==> config.mk <==
export PLATFORM = sky130hd
export DESIGN_NAME = bfa_ctrl
export DESIGN_NICKNAME = d
export VERILOG_FILES = /design/src/rtl/core/bfa_pkg.sv /design/src/rtl/core/bfa_ctrl.sv
export SDC_FILE = /design/constraint.sdc
export NUM_CORES = 1
export LEC_CHECK = 0
export BUFFER_PORTS_ARGS = -buffer_cell sky130_fd_sc_hd__buf_4
export CORE_MARGIN = 8
export CORE_UTILIZATION = 45
export CTS_BUF_LIST = sky130_fd_sc_hd__clkbuf_2 sky130_fd_sc_hd__clkbuf_4 sky130_fd_sc_hd__clkbuf_8
export CTS_CLUSTER_SIZE = 16
export DETAILED_ROUTE_END_ITERATION = 6
export PLACE_DENSITY = 0.77
export SLEW_MARGIN = 20
export SYNTH_ARGS = -nofsm -noshare
export SYNTH_HDL_FRONTEND = slang
export SYNTH_SLANG_ARGS = --single-unit
export TNS_END_PERCENT = 5
==> constraint.sdc <==
create_clock -name clk -period 4.1 [get_ports clk]
set_input_delay 1.23 -clock clk [delete_from_list [all_inputs] [get_ports clk]]
set_output_delay 1.23 -clock clk [all_outputs]
set_load 0.02 [all_outputs]
==> src/rtl/core/bfa_pkg.sv <==
// bfa_pkg: shared types and constants for the buddy frame allocator.
// Used by bfa_ctrl, bfa_dpath and buddy_frame_allocator_core.
package bfa_pkg;

  typedef enum logic [4:0] {
    ST_INIT,
    ST_IDLE,
    ST_A_SCAN,
    ST_A_RD,
    ST_A_UNL,
    ST_A_UNL2,
    ST_A_SPLIT,
    ST_A_FIN,
    ST_F_RD,
    ST_F_CHK,
    ST_F_BRD,
    ST_F_BCHK,
    ST_F_UNL,
    ST_F_UNL2,
    ST_F_PUSH,
    ST_F_PUSH2,
    ST_FAIL,
    ST_OUT
  } state_t;

  typedef struct packed {
    logic init_step;
    logic load_req;
    logic scan_step;
    logic rd_head;
    logic unl_a;
    logic unl_b;
    logic split_a;
    logic alloc_fin;
    logic rd_self;
    logic rd_buddy;
    logic merge_step;
    logic push_a;
    logic push_b;
    logic set_fail;
  } cmd_t;

  typedef struct packed {
    logic init_done;
    logic is_free;
    logic order_bad;
    logic scan_hit;
    logic scan_end;
    logic split_done;
    logic self_bad;
    logic can_merge;
    logic merge_top;
  } stat_t;

endpackage

==> src/rtl/core/bfa_ctrl.sv <==
// bfa_ctrl: request sequencer of the buddy frame allocator.
// Depends on bfa_pkg; drives bfa_dpath through cmd_t, reads stat_t.
module bfa_ctrl (
  input  logic            clk,
  input  logic            rst,
  input  logic            in_valid,
  input  logic            action,
  input  logic            out_stall,
  input  bfa_pkg::stat_t  st,
  output bfa_pkg::cmd_t   cmd,
  output logic            in_stall,
  output logic            out_valid
);

  bfa_pkg::state_t state, state_next;

  always_ff @(posedge clk) begin
    if (rst) state <= bfa_pkg::ST_INIT;
    else     state <= state_next;
  end

  always_comb begin
    state_next = state;
    unique case (state)
      bfa_pkg::ST_INIT:    if (st.init_done) state_next = bfa_pkg::ST_IDLE;
      bfa_pkg::ST_IDLE: begin
        if (in_valid) state_next = action ? bfa_pkg::ST_F_RD : bfa_pkg::ST_A_SCAN;
      end
      bfa_pkg::ST_A_SCAN: begin
        if (st.order_bad)     state_next = bfa_pkg::ST_FAIL;
        else if (st.scan_hit) state_next = bfa_pkg::ST_A_RD;
        else if (st.scan_end) state_next = bfa_pkg::ST_FAIL;
      end
      bfa_pkg::ST_A_RD:    state_next = bfa_pkg::ST_A_UNL;
      bfa_pkg::ST_A_UNL:   state_next = bfa_pkg::ST_A_UNL2;
      bfa_pkg::ST_A_UNL2:  state_next = bfa_pkg::ST_A_SPLIT;
      bfa_pkg::ST_A_SPLIT: if (st.split_done) state_next = bfa_pkg::ST_A_FIN;
      bfa_pkg::ST_A_FIN:   state_next = bfa_pkg::ST_OUT;
      bfa_pkg::ST_F_RD:    state_next = bfa_pkg::ST_F_CHK;
      bfa_pkg::ST_F_CHK:   state_next = st.self_bad ? bfa_pkg::ST_FAIL : bfa_pkg::ST_F_BRD;
      bfa_pkg::ST_F_BRD: begin
        state_next = st.merge_top ? bfa_pkg::ST_F_PUSH : bfa_pkg::ST_F_BCHK;
      end
      bfa_pkg::ST_F_BCHK: begin
        state_next = st.can_merge ? bfa_pkg::ST_F_UNL : bfa_pkg::ST_F_PUSH;
      end
      bfa_pkg::ST_F_UNL:   state_next = bfa_pkg::ST_F_UNL2;
      bfa_pkg::ST_F_UNL2:  state_next = bfa_pkg::ST_F_BRD;
      bfa_pkg::ST_F_PUSH:  state_next = bfa_pkg::ST_F_PUSH2;
      bfa_pkg::ST_F_PUSH2: state_next = bfa_pkg::ST_OUT;
      bfa_pkg::ST_FAIL:    state_next = bfa_pkg::ST_OUT;
      bfa_pkg::ST_OUT:     if (!out_stall) state_next = bfa_pkg::ST_IDLE;
      default:             state_next = bfa_pkg::ST_INIT;
    endcase
  end

  always_comb begin
    cmd = '0;
    in_stall  = 1'b1;
    out_valid = 1'b0;
    unique case (state)
      bfa_pkg::ST_INIT:    cmd.init_step = 1'b1;
      bfa_pkg::ST_IDLE: begin
        in_stall = 1'b0;
        cmd.load_req = in_valid;
      end
      bfa_pkg::ST_A_SCAN:  cmd.scan_step = 1'b1;
      bfa_pkg::ST_A_RD:    cmd.rd_head = 1'b1;
      bfa_pkg::ST_A_UNL:   cmd.unl_a = 1'b1;
      bfa_pkg::ST_A_UNL2:  cmd.unl_b = 1'b1;
      bfa_pkg::ST_A_SPLIT: cmd.split_a = 1'b1;
      bfa_pkg::ST_A_FIN:   cmd.alloc_fin = 1'b1;
      bfa_pkg::ST_F_RD:    cmd.rd_self = 1'b1;
      bfa_pkg::ST_F_CHK:   cmd.set_fail = st.self_bad;
      bfa_pkg::ST_F_BRD:   cmd.rd_buddy = 1'b1;
      bfa_pkg::ST_F_BCHK:  ;
      bfa_pkg::ST_F_UNL:   cmd.unl_a = 1'b1;
      bfa_pkg::ST_F_UNL2: begin
        cmd.unl_b = 1'b1;
        cmd.merge_step = 1'b1;
      end
      bfa_pkg::ST_F_PUSH:  cmd.push_a = 1'b1;
      bfa_pkg::ST_F_PUSH2: cmd.push_b = 1'b1;
      bfa_pkg::ST_FAIL:    cmd.set_fail = 1'b1;
      bfa_pkg::ST_OUT:     out_valid = 1'b1;
      default:             ;
    endcase
  end

endmodule

==> results.tsv, run 1 <==
metric	value	unit
CP arrival	1.75	ns
crit path max-delay cell type	or4b_4	
H-tree Lvls	1	
Synth top area share	0.167	
synthesized flop and latch total	5	
drt drc	0	
Max stage delay on crit path	0.49	ns
Root Driver	clkbuf_4	
die height	52.5	um
Worst-Margin Slew	0.550	ns
final hold vios	0	
via-per-instance ratio	5.50	
VDD IR max	0.000303	V
Mean Syn Cell Area	6.72	um^2
Startpoint Class	flop	
IO Count	30	
Biggest register	state	
worst-path maximum fanout	16	
fmax	335	MHz
grt ovf	0	
Worst Path Buf+Inv	1	
CTS Hold Bufs	0	
Post-CTS Setup Inserts	0	
CTS tree	yes	
Final Util	0.649	
CP required	2.87	ns
crit path cell chain	or2_4 -> or4b_4 -> o21ai_2 -> buf_4	
CORE AREA	1270	um^2
EDFF count, synth	0	
# port buffers	28	
clk_skew	0.00214	ns
Top FF cell, synth	dfxtp_1	
mapped cell area	598	um^2
gate count of the mapped netlist	89	
Final Max Slew Viols	0	
clk slew on worst S/H paths	0.04	ns
Row Count	13	
Tmin final	2.98	ns
Initial DRC Count	17	
CTS resizes	0	
Final ANT Viol Nets	0	
fraction of final layout cells sized beyond drive strength 1	0.339	
CP Class	reg2out	
Synthesized Nets	103	
TritonRoute pass-1 iters	3	
Total GRT Usage	0.129	
top flop regs	state: 5 flops	
largest net degree at the start of global routing	19	
Area Overhead vs Synth	37.7	%
first-pass GRT wire length	2.83	mm
sequential element share of the synthesized area	0.167	
post-synth top area cell	dfxtp_1	
Skew-Pair Late Insertion Delay	0.24	ns
WL/cell	13.2	um
met1 GRT Util	0.144	
Final setup viols	0	
Num CTS Buffers	3	
Hold Crit Class	reg2reg	
Max Cap Violations	0	
Largest register FFs	5	
DP HPWL	1.34	mm
unrepaired setup endpoints after global routing	no	
routed via count	715	
met3 Usage GRT	0.0341	
Leak	0.356	nW
antenna violations before repair	0	
grt peak-use layer	met2	
Async SR Flop Fraction	0	
CTS Sinks	5	
vias in the first global route	650	
synth unique cells	37	
slew margin rel.	0.633	
pre-CTS setup slack	1.19	ns
outcome	complete, no violations	
Ant. Diodes	0	
RePlAce Congestion	0.826	
Initial Utilization	0.471	
Setup WS post-layout	1.12	ns
chip width	52.5	um
CP endpoint kind	primary output	
Routed Wire Length	1.71	mm
pwr/cell area	591	nW/um^2
die footprint	2750	um^2
nets	130	
met2 Use GR	0.219	
period utilization	0.727	
post-route setup TNS	0	ns
critical path's top delay family	simple AND/OR/NAND/NOR gates	
Ys Warns	0	
dominant cells by area after synthesis	dfxtp_1 (17%), nor2_1 (11%), nand2b_1 (6.3%)	
CTS Buffer Depth	2	
worst register-to-register path: cells and delay by family, from the launching register on:
family | cells | cell delay [ns]
compound gates | 3 | 0.66
simple gates | 2 | 0.43
flops | 1 | 0.58
kinds of logic after synthesis:
group                  count (synthesis)  synth area share
and+or+nand+nor                       53             0.475
AOI/OAI and AO/OA                     24             0.285
buffers and inverters                  6            0.0565
DFF                                    5             0.167
muxes                                  1            0.0167
metal layers:
layer / vias up / part of all wire
li1: 379 / -
met1: 319 / 0.46
met2: 17 / 0.47
met3: 0 / 0.073
met4: 0 / 0
met5: - / 0
per-stage QoR:
step | cell area (um^2) | std cells | total power [mW] | hold WS (ns)
5_1_grt | 823 | 130 | 0.535 | 0.775
2_1_floorplan | 598 | 89 | 0.342 | 0.608
3_3_place_gp | 793 | 126 | 0.421 | 0.672
6_report | 823 | 130 | 0.486 | 0.694
3_5_place_dp | 793 | 126 | 0.426 | 0.689
4_1_cts | 823 | 130 | 0.491 | 0.701
synth_stat cells, types with 2 or more instances:
| cell type | count |
|---|---|
| nor2_1 | 17 |
| nand2_1 | 8 |
| a21oi_1 | 6 |
| nand2b_1 | 6 |
| dfxtp_1 | 5 |
| nor3_1 | 5 |
| buf_2 | 3 |
| o21ai_0 | 3 |
| o21bai_1 | 3 |
| a2bb2oi_1 | 2 |
| and2_1 | 2 |
| clkbuf_1 | 2 |
| nor2b_1 | 2 |
| nor4_1 | 2 |
layout by cell type, fill, tap and decap left out, drive strengths merged:
| cell | synthesis | layout |
|---|---|---|
| a2111oi | 1 | 1 |
| a211oi | 1 | 1 |
| a21oi | 7 | 7 |
| a221oi | 1 | 1 |
| a2bb2oi | 2 | 2 |
| a31oi | 1 | 1 |
| and2 | 2 | 2 |
| and2b | 1 | 1 |
| and3 | 1 | 1 |
| buf | 4 | 28 |
| clkbuf | 2 | 4 |
| dfxtp | 5 | 5 |
| mux2i | 1 | 1 |
| nand2 | 8 | 8 |
| nand2b | 6 | 6 |
| nand3 | 1 | 1 |
| nand3b | 1 | 1 |
| nor2 | 17 | 17 |
| nor2b | 2 | 2 |
| nor3 | 5 | 5 |
| nor3b | 1 | 1 |
| nor4 | 2 | 2 |
| nor4b | 1 | 1 |
| o211ai | 1 | 1 |
| o21ai | 4 | 4 |
| o21bai | 3 | 3 |
| o22ai | 1 | 1 |
| o31ai | 1 | 1 |
| o32ai | 1 | 1 |
| or2 | 1 | 1 |
| or3 | 1 | 1 |
| or3b | 2 | 2 |
| or4b | 1 | 1 |
where the power goes:
| group | internal [mW] | switching (mW) | total [mW] |
|---|---|---|---|
| Sequential | 0.0642 | 0.0569 | 0.121 |
| Combinational | 0.143 | 0.161 | 0.304 |
| Clock | 0.0433 | 0.0184 | 0.0617 |
layout make-up:
cell class | instances | area, um^2
Sequential cell | 5 | 100
Tap cell | 15 | 18.8
Multi-Input combinational cell | 78 | 464
Clock buffer | 4 | 30.0
Fill cell | 128 | 445
Timing Repair Buffer | 28 | 210
path summary, 6_finish.rpt:
kind                               start  slack, ns  depth (start not counted)  endpoint
worst min register to register  state[1]       0.69                          2  state[1]
worst max register to register  state[1]       2.32                          5  state[1]
worst min-delay path            state[1]       0.69                          2  state[1]
worst max-delay path            state[1]       1.12                          4    cmd[0]
No activity file was read; power rests on OpenSTA's default activity.
==> inputs of run 2 (changes only) <==
CORE_UTILIZATION = 42   (was 45)
PLACE_DENSITY = 0.75   (was 0.77)
clock period = 2.7 ns   (was 4.1 ns; I/O delays follow)
==> run 2 against run 1 <==
Largest cell class unchanged. Register-to-register slack worse by 1.4 ns. Clock skew down 0.00087 ns. Power up 58%.
==> results.tsv, run 2 (synthesis results as in run 1) <==
metric	value	unit	change
TritonRoute pass-1 iters	4		was 3
WL/cell	13.8	um	was 13.2 um
P_int	396	uW	was 251 uW
Row Count	13		unchanged
Final setup viols	0		unchanged
Setup WS post-layout	0.227	ns	was 1.12 ns
Post-CTS Setup Inserts	0		unchanged
most common library cell in the layout ignoring fill and taps	buf_4		unchanged
grt ovf	0		unchanged
final hold vios	0		unchanged
unrepaired setup endpoints after global routing	no		unchanged
Biggest register	state		unchanged
# port buffers	28		unchanged
combinational group share of total power	0.678		was 0.624
period utilization	0.916		
die height	53.7	um	was 52.5 um
drt drc	0		unchanged
sequential share of power	0.200		was 0.249
vias in the first global route	671		was 650
Hold Crit Class	reg2reg		unchanged
crit path cell chain	nand2b_1 -> nor3_1 -> and2_1 -> buf_4		was or2_4 -> or4b_4 -> o21ai_2 -> buf_4
CORE AREA	1320	um^2	was 1270 um^2
clock power share	0.122		was 0.127
RePlAce Congestion	0.847		was 0.826
slew margin rel.	0.610		was 0.633
Skew-Pair Late Insertion Delay	0.24	ns	about the same
CP required	1.89	ns	was 2.87 ns
chip width	53.7	um	was 52.5 um
Leak	0.372	nW	was 0.356 nW
Total GRT Usage	0.130		was 0.129
pre-CTS setup slack	0.513	ns	was 1.19 ns
antenna violations before repair	0		unchanged
Net Sw Frac	0.484		was 0.485
Largest register FFs	5		unchanged
CTS resizes	0		unchanged
H-tree Lvls	1		unchanged
Final ANT Viol Nets	0		unchanged
largest net degree at the start of global routing	19		unchanged
Max Cap Violations	0		unchanged
fmax	404	MHz	
outcome	complete, no violations		unchanged
DP HPWL	1.46	mm	was 1.34 mm
Ant. Diodes	0		unchanged
Num CTS Buffers	3		unchanged
CTS Buffer Depth	2		unchanged
Root Driver	clkbuf_4		unchanged
CP Class	reg2out		unchanged
crit path max-delay cell type	dfxtp_1		was or4b_4
routed via count	749		was 715
top flop regs	state: 5 flops		unchanged
Startpoint Class	flop		unchanged
CP endpoint kind	primary output		unchanged
first-pass GRT wire length	2.93	mm	was 2.83 mm
fraction of final layout cells sized beyond drive strength 1	0.356		was 0.339
via-per-instance ratio	5.63		was 5.50
worst-path maximum fanout	18		was 16
CTS tree	yes		unchanged
Tmin final	2.47	ns	
CP arrival	1.66	ns	was 1.75 ns
commonest non-fill, non-tap cells in the layout	buf_4 (31), nor2_1 (17), nand2_1 (8)		was buf_4 (28), nor2_1 (17), nand2_1 (8)
die footprint	2890	um^2	was 2750 um^2
Psw	372	uW	was 236 uW
post-route setup TNS	0	ns	unchanged
Worst-Margin Slew	0.584	ns	was 0.550 ns
clk slew on worst S/H paths	0.04	ns	about the same
Initial DRC Count	18		was 17
VDD IR max	0.000417	V	was 0.000303 V
CTS Hold Bufs	0		unchanged
nets	133		was 130
CTS Sinks	5		unchanged
Max stage delay on crit path	0.68	ns	was 0.49 ns
Area Overhead vs Synth	41.4	%	was 37.7%
IO Count	30		unchanged
Final Max Slew Viols	0		unchanged
Routed Wire Length	1.83	mm	was 1.71 mm
clk_skew	0.00127	ns	was 0.00214 ns
pwr/cell area	909	nW/um^2	was 591 nW/um^2
Initial Utilization	0.454		was 0.471
==> run 2: stage by stage <==
stage          cells  utilization  power, mW  hold slack (ns)  instance area [um^2]
3_3_place_gp     129        0.619      0.662            0.674                   816
5_1_grt          133        0.642      0.835            0.765                   846
2_1_floorplan     89            -      0.519            0.608                   598
3_5_place_dp     129        0.619      0.672            0.687                   816
4_1_cts          133        0.642      0.773            0.697                   846
6_report         133        0.642      0.769            0.701                   846
==> run 2: power by group through the flow <==
stage          combinational (mW)  clock (mW)  sequential (mW)
6_report                    0.521      0.0937            0.154
5_1_grt                     0.571       0.104            0.160
4_1_cts                     0.523      0.0990            0.151
3_5_place_dp                0.520           0            0.152
3_3_place_gp                0.511           0            0.151
2_1_floorplan               0.402           0            0.117
==> run 2: path summary, 6_finish.rpt <==
check | startpoint | endpoint | slack (ns) | depth (start not counted)
setup / recovery | state[0] | out_valid | 0.23 | 4
hold / removal | state[4] | state[0] | 0.70 | 4
setup reg to reg | state[0] | state[1] | 0.93 | 4
hold reg to reg | state[4] | state[0] | 0.70 | 4
==> run 2: cell type report <==
class / count / area, um^2
multi-input cells: 78 / 464
well taps: 15 / 18.8
clock buffers: 4 / 30.0
fillers: 139 / 472
repair buffers: 31 / 233
flip-flops and latches: 5 / 100
==> run 2: per-layer routing <==
metal | up-vias | global-route usage | part of all wire
met2 | 22 | 0.222 | 0.48
met5 | - | 0 | 0
met4 | 0 | 0.0504 | 0
li1 | 381 | - | -
met3 | 0 | 0.0303 | 0.11
met1 | 346 | 0.152 | 0.41
==> run 2: critical path: cells and delay by family, from the launching register on <==
kind / cells / cell delay [ns]
and+or+nand+nor: 3 / 0.58
DFF: 1 / 0.68
buffers and inverters: 1 / 0.16
